### src/sv/hbsc_pkg.sv
// Package with the constants and types shared by the HDLC bit-stuffing codec.
`timescale 1ns / 1ps
package hbsc_pkg;

	localparam logic [7:0] HDLC_FLAG = 8'h7E;
	localparam logic [2:0] STUFF_RUN = 3'd5;
	localparam logic [2:0] RUN_MAX   = 3'd7;
	localparam logic [2:0] FLAG_LAST = 3'd7;
	localparam logic [4:0] FLAG_LEN  = 5'd8;
	localparam logic [4:0] MIN_FRAME = 5'd16;

	localparam logic DIR_ENCODE = 1'b0;
	localparam logic DIR_DECODE = 1'b1;

	// Segment positions in a beat plan, emitted lowest first.
	localparam int SEG_PRE   = 0;
	localparam int SEG_DATA  = 1;
	localparam int SEG_STUFF = 2;
	localparam int SEG_POST  = 3;
	localparam int SEG_N     = 4;

	typedef logic [SEG_N-1:0] hbsc_seg_t;

	// What one input item releases on the output side.
	typedef struct packed {
		hbsc_seg_t mask;
		logic      data_val;
		logic      post_marker;
		logic      short_frame;
	} hbsc_plan_t;

endpackage

### src/sv/hbsc_ifs.sv
// Channel interfaces of the HDLC bit-stuffing codec.
`timescale 1ns / 1ps
interface hbsc_in_if;
	logic valid;
	logic ready;
	logic data_bit;
	logic frame_start;
	logic frame_end;
	modport source (output valid, output data_bit, output frame_start, output frame_end,
		input ready);
	modport sink (input valid, input data_bit, input frame_start, input frame_end,
		output ready);
endinterface

interface hbsc_out_if;
	logic valid;
	logic ready;
	logic out_bit;
	logic has_bit;
	logic frame_done;
	logic short_frame;
	logic run_last;
	modport source (output valid, output out_bit, output has_bit, output frame_done,
		output short_frame, output run_last, input ready);
	modport sink (input valid, input out_bit, input has_bit, input frame_done,
		input short_frame, input run_last, output ready);
endinterface

interface hbsc_cfg_if;
	logic valid;
	logic ready;
	logic direction;
	modport source (output valid, output direction, input ready);
	modport sink (input valid, input direction, output ready);
endinterface

### src/sv/hbsc_step.sv
// Frame state of the codec and the beat plan that each input item produces.
`timescale 1ns / 1ps
module hbsc_step import hbsc_pkg::*; (
	input  logic       clk,
	input  logic       arst_n,
	input  logic       direction,
	input  logic       accept,
	input  logic       data_bit,
	input  logic       frame_start,
	input  logic       frame_end,
	output hbsc_plan_t plan
);

	logic       in_frame_q;
	logic [2:0] ones_run_q;
	logic [4:0] count_q;
	logic [7:0] hold_q;

	logic       in_frame_d;
	logic [2:0] ones_run_d;
	logic [4:0] count_d;
	logic [7:0] hold_d;

	logic [2:0] run0;
	logic [2:0] run_inc;
	logic [4:0] cnt0;
	logic [7:0] hold0;
	logic       rel_bit;

	always_comb begin
		run0 = frame_start ? 3'd0 : ones_run_q;
		cnt0 = frame_start ? 5'd0 : count_q;
		hold0 = frame_start ? 8'd0 : hold_q;
		run_inc = run0 + 3'd1;
		rel_bit = hold0[7];

		plan = '0;
		in_frame_d = in_frame_q;
		ones_run_d = ones_run_q;
		count_d = count_q;
		hold_d = hold_q;

		if (frame_start || in_frame_q) begin
			in_frame_d = 1'b1;
			ones_run_d = run0;
			count_d = cnt0;
			hold_d = hold0;
			if (direction == DIR_ENCODE) begin
				plan.mask[SEG_PRE] = frame_start;
				plan.mask[SEG_DATA] = 1'b1;
				plan.data_val = data_bit;
				if (data_bit) begin
					if (run_inc >= STUFF_RUN) begin
						plan.mask[SEG_STUFF] = 1'b1;
						ones_run_d = 3'd0;
					end else begin
						ones_run_d = run_inc;
					end
				end else begin
					ones_run_d = 3'd0;
				end
				if (frame_end) begin
					plan.mask[SEG_POST] = 1'b1;
					in_frame_d = 1'b0;
					ones_run_d = 3'd0;
				end
			end else begin
				if (cnt0 >= MIN_FRAME) begin
					// A zero right after exactly five ones is a stuffed bit.
					if (run0 == STUFF_RUN && !rel_bit) begin
						ones_run_d = 3'd0;
					end else begin
						plan.mask[SEG_DATA] = 1'b1;
						plan.data_val = rel_bit;
						if (!rel_bit) begin
							ones_run_d = 3'd0;
						end else if (run0 < RUN_MAX) begin
							ones_run_d = run_inc;
						end
					end
				end
				if (cnt0 >= FLAG_LEN) begin
					hold_d = {hold0[6:0], data_bit};
				end
				count_d = (cnt0 >= MIN_FRAME) ? MIN_FRAME : cnt0 + 5'd1;
				if (frame_end) begin
					plan.mask[SEG_POST] = 1'b1;
					plan.post_marker = 1'b1;
					plan.short_frame = (count_d < MIN_FRAME);
					in_frame_d = 1'b0;
					ones_run_d = 3'd0;
					count_d = 5'd0;
					hold_d = 8'd0;
				end
			end
		end
	end

	always_ff @(posedge clk or negedge arst_n) begin
		if (!arst_n) begin
			in_frame_q <= 1'b0;
			ones_run_q <= 3'd0;
			count_q <= 5'd0;
			hold_q <= 8'd0;
		end else if (accept) begin
			in_frame_q <= in_frame_d;
			ones_run_q <= ones_run_d;
			count_q <= count_d;
			hold_q <= hold_d;
		end
	end

endmodule

### src/sv/hbsc_emit.sv
// Plan register and beat sequencer that drives the output register.
`timescale 1ns / 1ps
module hbsc_emit import hbsc_pkg::*; (
	input  logic         clk,
	input  logic         arst_n,
	input  logic         load,
	input  hbsc_plan_t   plan,
	output logic         in_ready,
	hbsc_out_if.source   res
);

	hbsc_plan_t plan_s1;
	hbsc_seg_t  rem_s1;
	logic [2:0] idx_s1;

	logic       out_valid_q;
	logic       out_bit_q;
	logic       has_bit_q;
	logic       frame_done_q;
	logic       short_frame_q;
	logic       run_last_q;

	hbsc_seg_t  cur;
	hbsc_seg_t  rest;
	logic       busy;
	logic       advance;
	logic       flag_seg;
	logic       seg_end;
	logic       last_beat;
	logic       flag_bit;
	logic       r_bit;
	logic       r_has;
	logic       r_done;
	logic       r_short;

	always_comb begin
		busy = |rem_s1;
		// Lowest pending segment goes first.
		cur = rem_s1 & (~rem_s1 + hbsc_seg_t'(1));
		rest = rem_s1 & ~cur;
		flag_seg = cur[SEG_PRE] || (cur[SEG_POST] && !plan_s1.post_marker);
		seg_end = !flag_seg || (idx_s1 == FLAG_LAST);
		last_beat = seg_end && (rest == '0);
		advance = busy && (!out_valid_q || res.ready);
		in_ready = !busy || (advance && last_beat);
		flag_bit = HDLC_FLAG[FLAG_LAST - idx_s1];

		r_bit = 1'b0;
		r_has = 1'b1;
		r_done = 1'b0;
		r_short = 1'b0;
		if (cur[SEG_PRE]) begin
			r_bit = flag_bit;
		end else if (cur[SEG_DATA]) begin
			r_bit = plan_s1.data_val;
		end else if (cur[SEG_POST]) begin
			if (plan_s1.post_marker) begin
				r_has = 1'b0;
				r_done = 1'b1;
				r_short = plan_s1.short_frame;
			end else begin
				r_bit = flag_bit;
				r_done = (idx_s1 == FLAG_LAST);
			end
		end
	end

	always_ff @(posedge clk or negedge arst_n) begin
		if (!arst_n) begin
			rem_s1 <= '0;
			idx_s1 <= 3'd0;
		end else if (load) begin
			rem_s1 <= plan.mask;
			idx_s1 <= 3'd0;
		end else if (advance) begin
			if (seg_end) begin
				rem_s1 <= rest;
				idx_s1 <= 3'd0;
			end else begin
				idx_s1 <= idx_s1 + 3'd1;
			end
		end
	end

	always_ff @(posedge clk) begin
		if (load) begin
			plan_s1 <= plan;
		end
	end

	always_ff @(posedge clk or negedge arst_n) begin
		if (!arst_n) begin
			out_valid_q <= 1'b0;
		end else if (advance) begin
			out_valid_q <= 1'b1;
		end else if (res.ready) begin
			out_valid_q <= 1'b0;
		end
	end

	always_ff @(posedge clk) begin
		if (advance) begin
			out_bit_q <= r_bit;
			has_bit_q <= r_has;
			frame_done_q <= r_done;
			short_frame_q <= r_short;
			run_last_q <= last_beat;
		end
	end

	assign res.valid = out_valid_q;
	assign res.out_bit = out_bit_q;
	assign res.has_bit = has_bit_q;
	assign res.frame_done = frame_done_q;
	assign res.short_frame = short_frame_q;
	assign res.run_last = run_last_q;

endmodule

### src/sv/hdlc_bit_stuff_codec.sv
// Top level of the HDLC zero-bit stuffing codec.
//
// bit_in carries one line bit per beat with frame_start and frame_end marks.
// bit_out carries the results; run_last marks the last result of an input
// beat, frame_done the last result of a frame. cfg writes the direction
// register (0 stuffs and adds flags, 1 strips flags and destuffs); write it
// only while the codec is idle.
// An accepted beat updates the frame state at once and leaves a plan of its
// results in the plan register; the sequencer sends one result per cycle to
// the output register while the receiver takes them. The next beat is taken
// in the same cycle as the last result of a beat enters the output register.
// In encode a frame's first beat releases the opening flag and the data bit,
// its last the data bit, a stuffed zero if one follows and the closing flag,
// and a one-bit frame's single beat both eight-bit flags. Beats outside a
// frame and short decode beats that do not end the frame produce no result.
// Reset clears the frame state, the direction (encode) and any pending
// results. When the receiver stalls, the output register holds its result
// and bit_in.ready drops once the plan register is also full.
`timescale 1ns / 1ps
module hdlc_bit_stuff_codec import hbsc_pkg::*; (
	input  logic        clk,
	input  logic        arst_n,
	hbsc_in_if.sink     bit_in,
	hbsc_out_if.source  bit_out,
	hbsc_cfg_if.sink    cfg
);

	logic       direction_q;
	logic       accept;
	logic       in_ready;
	hbsc_plan_t plan;

	assign cfg.ready = 1'b1;

	always_ff @(posedge clk or negedge arst_n) begin
		if (!arst_n) begin
			direction_q <= DIR_ENCODE;
		end else if (cfg.valid) begin
			direction_q <= cfg.direction;
		end
	end

	assign bit_in.ready = in_ready;
	assign accept = bit_in.valid && in_ready;

	hbsc_step u_step (
		.clk         (clk),
		.arst_n      (arst_n),
		.direction   (direction_q),
		.accept      (accept),
		.data_bit    (bit_in.data_bit),
		.frame_start (bit_in.frame_start),
		.frame_end   (bit_in.frame_end),
		.plan        (plan)
	);

	hbsc_emit u_emit (
		.clk      (clk),
		.arst_n   (arst_n),
		.load     (accept && (plan.mask != '0)),
		.plan     (plan),
		.in_ready (in_ready),
		.res      (bit_out)
	);

endmodule
### src/flat_wrapper.sv
// flat-port wrapper written by rule: the top's interface ports become plain ports
module hdlc_bit_stuff_codec_flat import hbsc_pkg::*;
  (clk, arst_n, bit_in_valid, bit_in_data_bit, bit_in_frame_start, bit_in_frame_end, bit_in_ready, bit_out_valid, bit_out_out_bit, bit_out_has_bit, bit_out_frame_done, bit_out_short_frame, bit_out_run_last, bit_out_ready, cfg_valid, cfg_direction, cfg_ready);
  hbsc_in_if bit_in_i ();
  hbsc_out_if bit_out_i ();
  hbsc_cfg_if cfg_i ();
  input  logic clk;
  input  logic arst_n;
  input wire logic [$bits(bit_in_i.valid)-1:0] bit_in_valid;
  input wire logic [$bits(bit_in_i.data_bit)-1:0] bit_in_data_bit;
  input wire logic [$bits(bit_in_i.frame_start)-1:0] bit_in_frame_start;
  input wire logic [$bits(bit_in_i.frame_end)-1:0] bit_in_frame_end;
  output wire logic [$bits(bit_in_i.ready)-1:0] bit_in_ready;
  output wire logic [$bits(bit_out_i.valid)-1:0] bit_out_valid;
  output wire logic [$bits(bit_out_i.out_bit)-1:0] bit_out_out_bit;
  output wire logic [$bits(bit_out_i.has_bit)-1:0] bit_out_has_bit;
  output wire logic [$bits(bit_out_i.frame_done)-1:0] bit_out_frame_done;
  output wire logic [$bits(bit_out_i.short_frame)-1:0] bit_out_short_frame;
  output wire logic [$bits(bit_out_i.run_last)-1:0] bit_out_run_last;
  input wire logic [$bits(bit_out_i.ready)-1:0] bit_out_ready;
  input wire logic [$bits(cfg_i.valid)-1:0] cfg_valid;
  input wire logic [$bits(cfg_i.direction)-1:0] cfg_direction;
  output wire logic [$bits(cfg_i.ready)-1:0] cfg_ready;
  assign bit_in_i.valid = bit_in_valid;
  assign bit_in_i.data_bit = bit_in_data_bit;
  assign bit_in_i.frame_start = bit_in_frame_start;
  assign bit_in_i.frame_end = bit_in_frame_end;
  assign bit_in_ready = bit_in_i.ready;
  assign bit_out_valid = bit_out_i.valid;
  assign bit_out_out_bit = bit_out_i.out_bit;
  assign bit_out_has_bit = bit_out_i.has_bit;
  assign bit_out_frame_done = bit_out_i.frame_done;
  assign bit_out_short_frame = bit_out_i.short_frame;
  assign bit_out_run_last = bit_out_i.run_last;
  assign bit_out_i.ready = bit_out_ready;
  assign cfg_i.valid = cfg_valid;
  assign cfg_i.direction = cfg_direction;
  assign cfg_ready = cfg_i.ready;
  hdlc_bit_stuff_codec u_core (.clk(clk), .arst_n(arst_n), .bit_in(bit_in_i), .bit_out(bit_out_i), .cfg(cfg_i));
endmodule
### config.mk
export PLATFORM = sky130hd
export DESIGN_NAME = hdlc_bit_stuff_codec_flat
export DESIGN_NICKNAME = d
export VERILOG_FILES = /design/src/sv/hbsc_pkg.sv /design/src/sv/hbsc_ifs.sv /design/src/sv/hbsc_step.sv /design/src/sv/hbsc_emit.sv /design/src/sv/hdlc_bit_stuff_codec.sv /design/src/flat_wrapper.sv
export SDC_FILE = /design/constraint.sdc
export NUM_CORES = 1
export LEC_CHECK = 0
export BUFFER_PORTS_ARGS = -buffer_cell sky130_fd_sc_hd__buf_2
export CORE_UTILIZATION = 55
export CTS_BUF_LIST = sky130_fd_sc_hd__clkbuf_8
export CTS_CLUSTER_SIZE = 8
export DETAILED_ROUTE_END_ITERATION = 7
export HOLD_SLACK_MARGIN = 0.15
export MAX_ROUTING_LAYER = met4
export PLACE_DENSITY = 0.89
export RECOVER_POWER = 50
export SLEW_MARGIN = 20
export SYNTH_ARGS = -nofsm -noshare
export SYNTH_HDL_FRONTEND = slang
export SYNTH_SLANG_ARGS = --single-unit
export TNS_END_PERCENT = 10
### constraint.sdc
create_clock -name clk -period 2.21 [get_ports clk]
set_input_delay 0.442 -clock clk [delete_from_list [all_inputs] [get_ports clk]]
set_output_delay 0.442 -clock clk [all_outputs]
set_load 0.1 [all_outputs]
# After elaboration in Yosys (flattened, before gate mapping)
# Memory sizes are Yosys's and may differ from the RTL's.
# Cells that the tools add are included.
dict set report word_totals {
  regBits 34
  rom_bits 8
  in_bits 9
  output_inout_bits 8
  word_cells 113
  mem_count 1
}
# name words word_bits rd rd_ports_with_merged_regs write_ports line
set memory_table {}
lappend memory_table {{(name not given)} 8 1 1 0 0 hbsc_emit.sv:46} ;# flag_bit = HDLC_FLAG[FLAG_LAST - idx_s1];
dict set report op_classes {
  addsub 5
  n_lt_le_gt_ge 6
  n_eq_ne 2
  n_mux 48
  bitwise 6
  n_reduce_logical 29
}
# operator n
set op_table {}
lappend op_table {{2-to-1 mux 3 bit} 13}
lappend op_table {{2-to-1 mux 8 bit} 4}
lappend op_table {{2-to-1 mux 1 bit} 21}
lappend op_table {{2-to-1 mux 5 bit} 4}
lappend op_table {{2-to-1 mux 4 bit} 3}
lappend op_table {{AND 4 bit} 2}
lappend op_table {{NOT 4 bit} 2}
lappend op_table {{OR reduction 4 bit} 2}
lappend op_table {{logical AND 1 bit} 7}
lappend op_table {{2-to-1 mux 7 bit} 1}
lappend op_table {{adder 3 x 1 -> 3 bit (second input constant)} 2}
lappend op_table {{equality test 3 bit (second input constant)} 2}
lappend op_table {{AND reduction 2 bit} 3}
lappend op_table {{nonzero test 2 bit} 3}
lappend op_table {{adder 5 x 1 -> 5 bit (second input constant)} 1}
lappend op_table {{>= comparator 5 x 4 -> 1 bit (second input constant)} 1}
lappend op_table {{>= comparator 5 bit (second input constant)} 1}
lappend op_table {{zero test 1 bit} 5}
lappend op_table {{logical OR 1 bit} 5}
lappend op_table {{less-than comparator 5 bit (second input constant)} 1}
lappend op_table {{adder 4 x 1 -> 4 bit (second input constant)} 1}
lappend op_table {{zero test 4 bit} 1}
lappend op_table {{less-than comparator 3 x 4 -> 1 bit (second input constant)} 1}
lappend op_table {{2-to-1 mux 2 bit} 2}
lappend op_table {{other kinds (7)} 8}

# Logic depth before layout (Yosys ltp)
dict set report logic_depth {
  ltp_word 14
  ltp_mapped 8
}

# By module
# From an unflattened synthesis, not the netlist that was laid out.
dict set report hier_totals {
  cells_unflattened 187
  area_unflattened_um2 1929.4
}
# module n_inst cells_per_inst area_per_inst_um2
set modules_own_cells {}
lappend modules_own_cells {hbsc_step 1 104 1032.2}
lappend modules_own_cells {hbsc_emit 1 77 832.0}
lappend modules_own_cells {hdlc_bit_stuff_codec 1 6 65.1}

# Worst setup path after synthesis
# OpenSTA, ideal clock, no wires.
dict set report synth_path {
  path_type {flip-flop to flip-flop}
  start {register u_core.u_emit.out_valid_q (netlist: u_core.u_emit.res.valid)}
  end {register u_core.u_step.hold_q[0]}
  setup_time_ns 0.066
  arrival_time_ns 2.381
  required_time_ns 2.144
  path_slack_ns -0.236
  path_stages_with_launch 7
  path_buffers 1
  path_cell_list {dfrtp_1 nor2b_1 a2111oi_4 or2_1 buf_6 nor4b_4 a22o_1}
}
dict set report synth_via {
  elab_chain_cells 7
}
# element line
set synth_lines {}
lappend synth_lines {{start, declared} hbsc_emit.sv:16} ;# logic out_valid_q;
lappend synth_lines {{start signal, assigned} hbsc_emit.sv:93} ;# out_valid_q <= 1'b0;
lappend synth_lines {{start signal, assigned} hbsc_emit.sv:95} ;# out_valid_q <= 1'b1;
lappend synth_lines {{start signal, assigned} hbsc_emit.sv:97} ;# out_valid_q <= 1'b0;
lappend synth_lines {{zero test 1 bit} hbsc_emit.sv:44} ;# advance = busy && (!out_valid_q || res.ready);
lappend synth_lines {{logical OR 1 bit} hbsc_emit.sv:44}
lappend synth_lines {{logical AND 1 bit} hbsc_emit.sv:44}
lappend synth_lines {{logical AND 1 bit} hbsc_emit.sv:45} ;# in_ready = !busy || (advance && last_beat);
lappend synth_lines {{logical OR 1 bit} hbsc_emit.sv:45}
lappend synth_lines {{via bit_in_ready} flat_wrapper.sv:13} ;# output wire logic [$bits(bit_in_i.ready)-1:0] bit_in_ready;
lappend synth_lines {{logical AND 1 bit} hdlc_bit_stuff_codec.sv:44} ;# assign accept = bit_in.valid && in_ready;
lappend synth_lines {{AND reduction 2 bit (no source line)} --}
lappend synth_lines {{end signal, assigned} hbsc_step.sv:109} ;# hold_q <= hold_d;
lappend synth_lines {{end, declared} hbsc_step.sv:17} ;# logic [7:0] hold_q;
# The timed path passes the listed nets, and every way through them passes these cells.
# A chain may end at the register's enable or synchronous reset.

# Worst setup path in the final report
dict set report layout_path {
  start {register u_core.u_emit.idx_s1[1]}
  end {output bit_in_ready}
}
dict set report layout_via {
  elab_chain_cells 5
}
# element line
set layout_lines {}
lappend layout_lines {{start, declared} hbsc_emit.sv:14} ;# logic [2:0] idx_s1;
lappend layout_lines {{start signal, assigned} hbsc_emit.sv:80} ;# idx_s1 <= idx_s1 + 3'd1;
lappend layout_lines {{equality test 3 bit} hbsc_emit.sv:42} ;# seg_end = !flag_seg || (idx_s1 == FLAG_LAST);
lappend layout_lines {{logical OR 1 bit} hbsc_emit.sv:42}
lappend layout_lines {{logical AND 1 bit} hbsc_emit.sv:43} ;# last_beat = seg_end && (rest == '0);
lappend layout_lines {{logical AND 1 bit} hbsc_emit.sv:45}
lappend layout_lines {{logical OR 1 bit} hbsc_emit.sv:45}
lappend layout_lines {{end, declared} flat_wrapper.sv:13}
# No other way between the ends.

==> flow_metrics.env <==
export IMPL_cp_required_ps=1770
export IMPL_startpoint_type="flip-flop"
export IMPL_multi_input_area_um2=920
export IMPL_antenna_found_initial=0
export IMPL_power_switching_mw=0.628
export IMPL_synth_edf_count=8
export IMPL_gp_congestion=0.884
export IMPL_p_seq_share_pct=46.4
export IMPL_grt_usage_pct=28.5
export IMPL_syn_to_final_growth_pct=15.8
export IMPL_yosysWarnings=0
export IMPL_layout_commonest_cell="dfrtp_1"
export IMPL_reg2reg_to="u_core.u_step.hold_q[0]"
export IMPL_p_per_area_nw_per_um2=811
export IMPL_synthFlopType="dfrtp_1"
export IMPL_synthArstFlopShare_pct=76.5
export IMPL_timing_rr_start="u_core.u_emit.idx_s1[1]"
export IMPL_tightest_slew_ps=1420
export IMPL_finalWirelength_mm=4.23
export IMPL_routed_via_density=6.17
export IMPL_grt_pass1_vias=1573
export IMPL_fin_crit_ps=2410
export IMPL_numCtsBuffers=5
export IMPL_htree_levels=2
export IMPL_fin_util_pct=69.2
export IMPL_cts_buffer_depth=2
export IMPL_drtAntennaViolNets=0
export IMPL_io_pins=17
export IMPL_fmax_mhz=415
export IMPL_cts_root_buffer="clkbuf_8"
export IMPL_die_w_um=60.6
export IMPL_fin_nets=225
export IMPL_synth_area_leaders="dfrtp_1 35%, edfxtp_1 13%, a22o_1 3.7%, nor2_1 3.6%, o21ai_0 3.5%"
export IMPL_swShare_pct=35.5
export IMPL_synth_avg_cell_area_um2=10.2
export IMPL_syn_nets=198
export IMPL_yosysSeqAreaShare_pct=47.2
export IMPL_cp_max_fo=3
export IMPL_vias=1585
export IMPL_dr_pass1_iters=4
export IMPL_cts_sinks=34
export IMPL_rows=20
export IMPL_cts_clk_slew_worst_paths_ps=70
export IMPL_die_height_um=60.6
export IMPL_globalRouteOverflowTotal=0
export IMPL_wl_per_cell_um=16.5
export IMPL_min_path_type="primary input to flip-flop"
export IMPL_slew_viol_final=0
export IMPL_ir_drop_mv=0.474
export IMPL_status="complete, but fails checks"
export IMPL_drv_cap=0
export IMPL_r2r_slack_ps=-70
export IMPL_finalClockSkew_ps=11.9
export IMPL_grt_max_degree=27
export IMPL_ys_seq_elements=34
export IMPL_synth_cell_types=50
export IMPL_intPower_mw=1.14
export IMPL_critPathCapture="bit_in_ready"
export IMPL_rsz0062_at_grt="yes"
export IMPL_diodes=0
export IMPL_start_util_pct=59.8
export IMPL_critPathKind="flip-flop to output pin"
export IMPL_synthCells=185
export IMPL_fillers=241
export IMPL_cp_arrival_ps=1970
export IMPL_setup_violations=9
export IMPL_finalCritPeriodShare_pct=109
export IMPL_slew_headroom_pct=5.32
export IMPL_final_cell_mix="25 x dfrtp_1, 18 x nor2_1, 13 x buf_2, 13 x buf_4"
export IMPL_dp_slack_ps=-64.7
export IMPL_timing_hold_violations_final=0
export IMPL_grt_pass1_wl_mm=7.31
export IMPL_seq_area_um2=892
export IMPL_pwr_share_clk_pct=25.1
export IMPL_drive_gt1_share_pct=22.5
export IMPL_hpwl_mm=2.80
export IMPL_setup_slack_ps=-198
export IMPL_combPwrFrac_pct=28.5
export IMPL_design_die_area_um2=3670
export IMPL_drc_errors=0
export IMPL_tritoncts="done"
export IMPL_stdcell_area_um2=2180
export IMPL_drt_iter0_markers=145
export IMPL_dpl_cell_area_um2=2040
export IMPL_synth_area_um2=1890
export IMPL_port_buffers=15
export IMPL_crit_start="u_core.u_emit.idx_s1[1]"
export IMPL_core_area_um2=3150
export IMPL_yosysTopAreaCell="dfrtp_1"
export IMPL_reg2reg_depth=9
export IMPL_setup_worst_path_end_class="output pin"
export IMPL_leakagePower_nw=0.948
export IMPL_netlist_area_leader_share_pct=34.5
export IMPL_violations="negative setup slack"
export IMPL_clk_latency_ps=300
-- kinds of logic (layout without fill, tap and decap cells) --
family | Yosys count | count (layout) | share of synthesized area [%]
DFF | 34 | 34 | 47.2
adders and majority gates | 4 | 4 | 2.65
muxes | 1 | 1 | 0.597
buffers and inverters | 17 | 45 | 5.51
AOI/OAI and AO/OA | 59 | 59 | 23.0
other | 1 | 1 | 0.199
and+or+nand+nor | 69 | 69 | 20.8
-- state kept, by name, summed over array words and instances (netlist names) --
signal / flops
u_core.u_step.hold_q: 8
u_core.u_step.count_q: 5
u_core.u_emit.rem_s1: 4
u_core.u_emit.idx_s1: 3
u_core.u_emit.plan_s1: 3
u_core.u_step.ones_run_q: 3
u_core.direction_q: 1
u_core.u_emit.res.frame_done: 1
u_core.u_emit.res.has_bit: 1
u_core.u_emit.res.out_bit: 1
u_core.u_emit.res.run_last: 1
u_core.u_emit.res.short_frame: 1
u_core.u_emit.res.valid: 1
u_core.u_step.in_frame_q: 1
-- stage by stage --
step | setup TNS (ps) | instances | hold slack, ps | total power, mW
after floorplan | 0 | 185 | 146 | 1.17
after global placement | -23.6 | 245 | 449 | 1.26
after detailed placement | -256 | 245 | 472 | 1.30
after CTS | -218 | 257 | 335 | 1.77
after global routing | -1620 | 257 | 352 | 1.86
final | -616 | 257 | 341 | 1.77
-- power groups by stage --
stage / Sequential [mW] / Combinational (mW) / Clock [mW]
final: 0.822 / 0.504 / 0.445
after global routing: 0.838 / 0.549 / 0.473
after CTS: 0.820 / 0.500 / 0.452
after detailed placement: 0.823 / 0.482 / 0
after global placement: 0.817 / 0.448 / 0
after floorplan: 0.859 / 0.313 / 0
-- Yosys cell counts (3+ instances only) --
cell      instances
o21ai_0          13
clkbuf_1          4
nand3_1           7
nor2_1           18
inv_1             6
nor3_1            3
a21o_1            4
a31oi_1           8
a21oi_1           5
nor2b_1           7
nand2_1          12
buf_4             3
nand2b_1          3
a22o_1            8
edfxtp_1          8
a32o_1            3
dfrtp_1          26
ha_1              4
nor4_1            5
-- critical path, stage by stage (launching register included) --
cell and delay, ps:
dfrtp_1 410, ha_4 180, ha_4 160, or2_1 230, a32o_2 270, or2_4 250
buf_12 170
-- worst min-delay path by stage --
| stage | start | to | slack [ps] | cells after the start |
|---|---|---|---|---|
| finish | cfg_valid | u_core.direction_q | 340 | 2 |
| global route | cfg_valid | u_core.direction_q | 350 | 2 |
| CTS | cfg_valid | u_core.direction_q | 340 | 2 |
| detailed placement | arst_n | u_core.u_step.in_frame_q | 470 | 1 |
| global placement | arst_n | u_core.u_step.count_q[1] | 450 | 1 |
| floorplan | arst_n | u_core.direction_q | 150 | 0 |
-- per-layer routing --
layer	global-route usage [%]	vias up	wire, um
met5	-	-	0
met4	14.0	0	109
met3	6.82	13	168
met2	45.1	45	2130
met1	34.1	773	1820
li1	-	754	-
-- final cells by class --
class	count	share of cell area, %
clock inverter	3	0.630
multi-input combinational	134	42.1
sequential	34	40.9
timing repair buffer	31	9.68
clock buffer	5	3.15
inverter	6	1.03
tap	44	2.52
-- what timing repair did --
| action | CTS | global route |
|---|---|---|
| buffers inserted | 3 | 0 |
| endpoints found under the hold margin | 6 | 0 |
| resized for setup | 7 | 2 |
| endpoints found under the setup margin | 9 | 13 |
| hold buffers | 1 | 0 |
| pin swaps | 7 | 6 |
No activity file was read; power rests on OpenSTA's default activity.
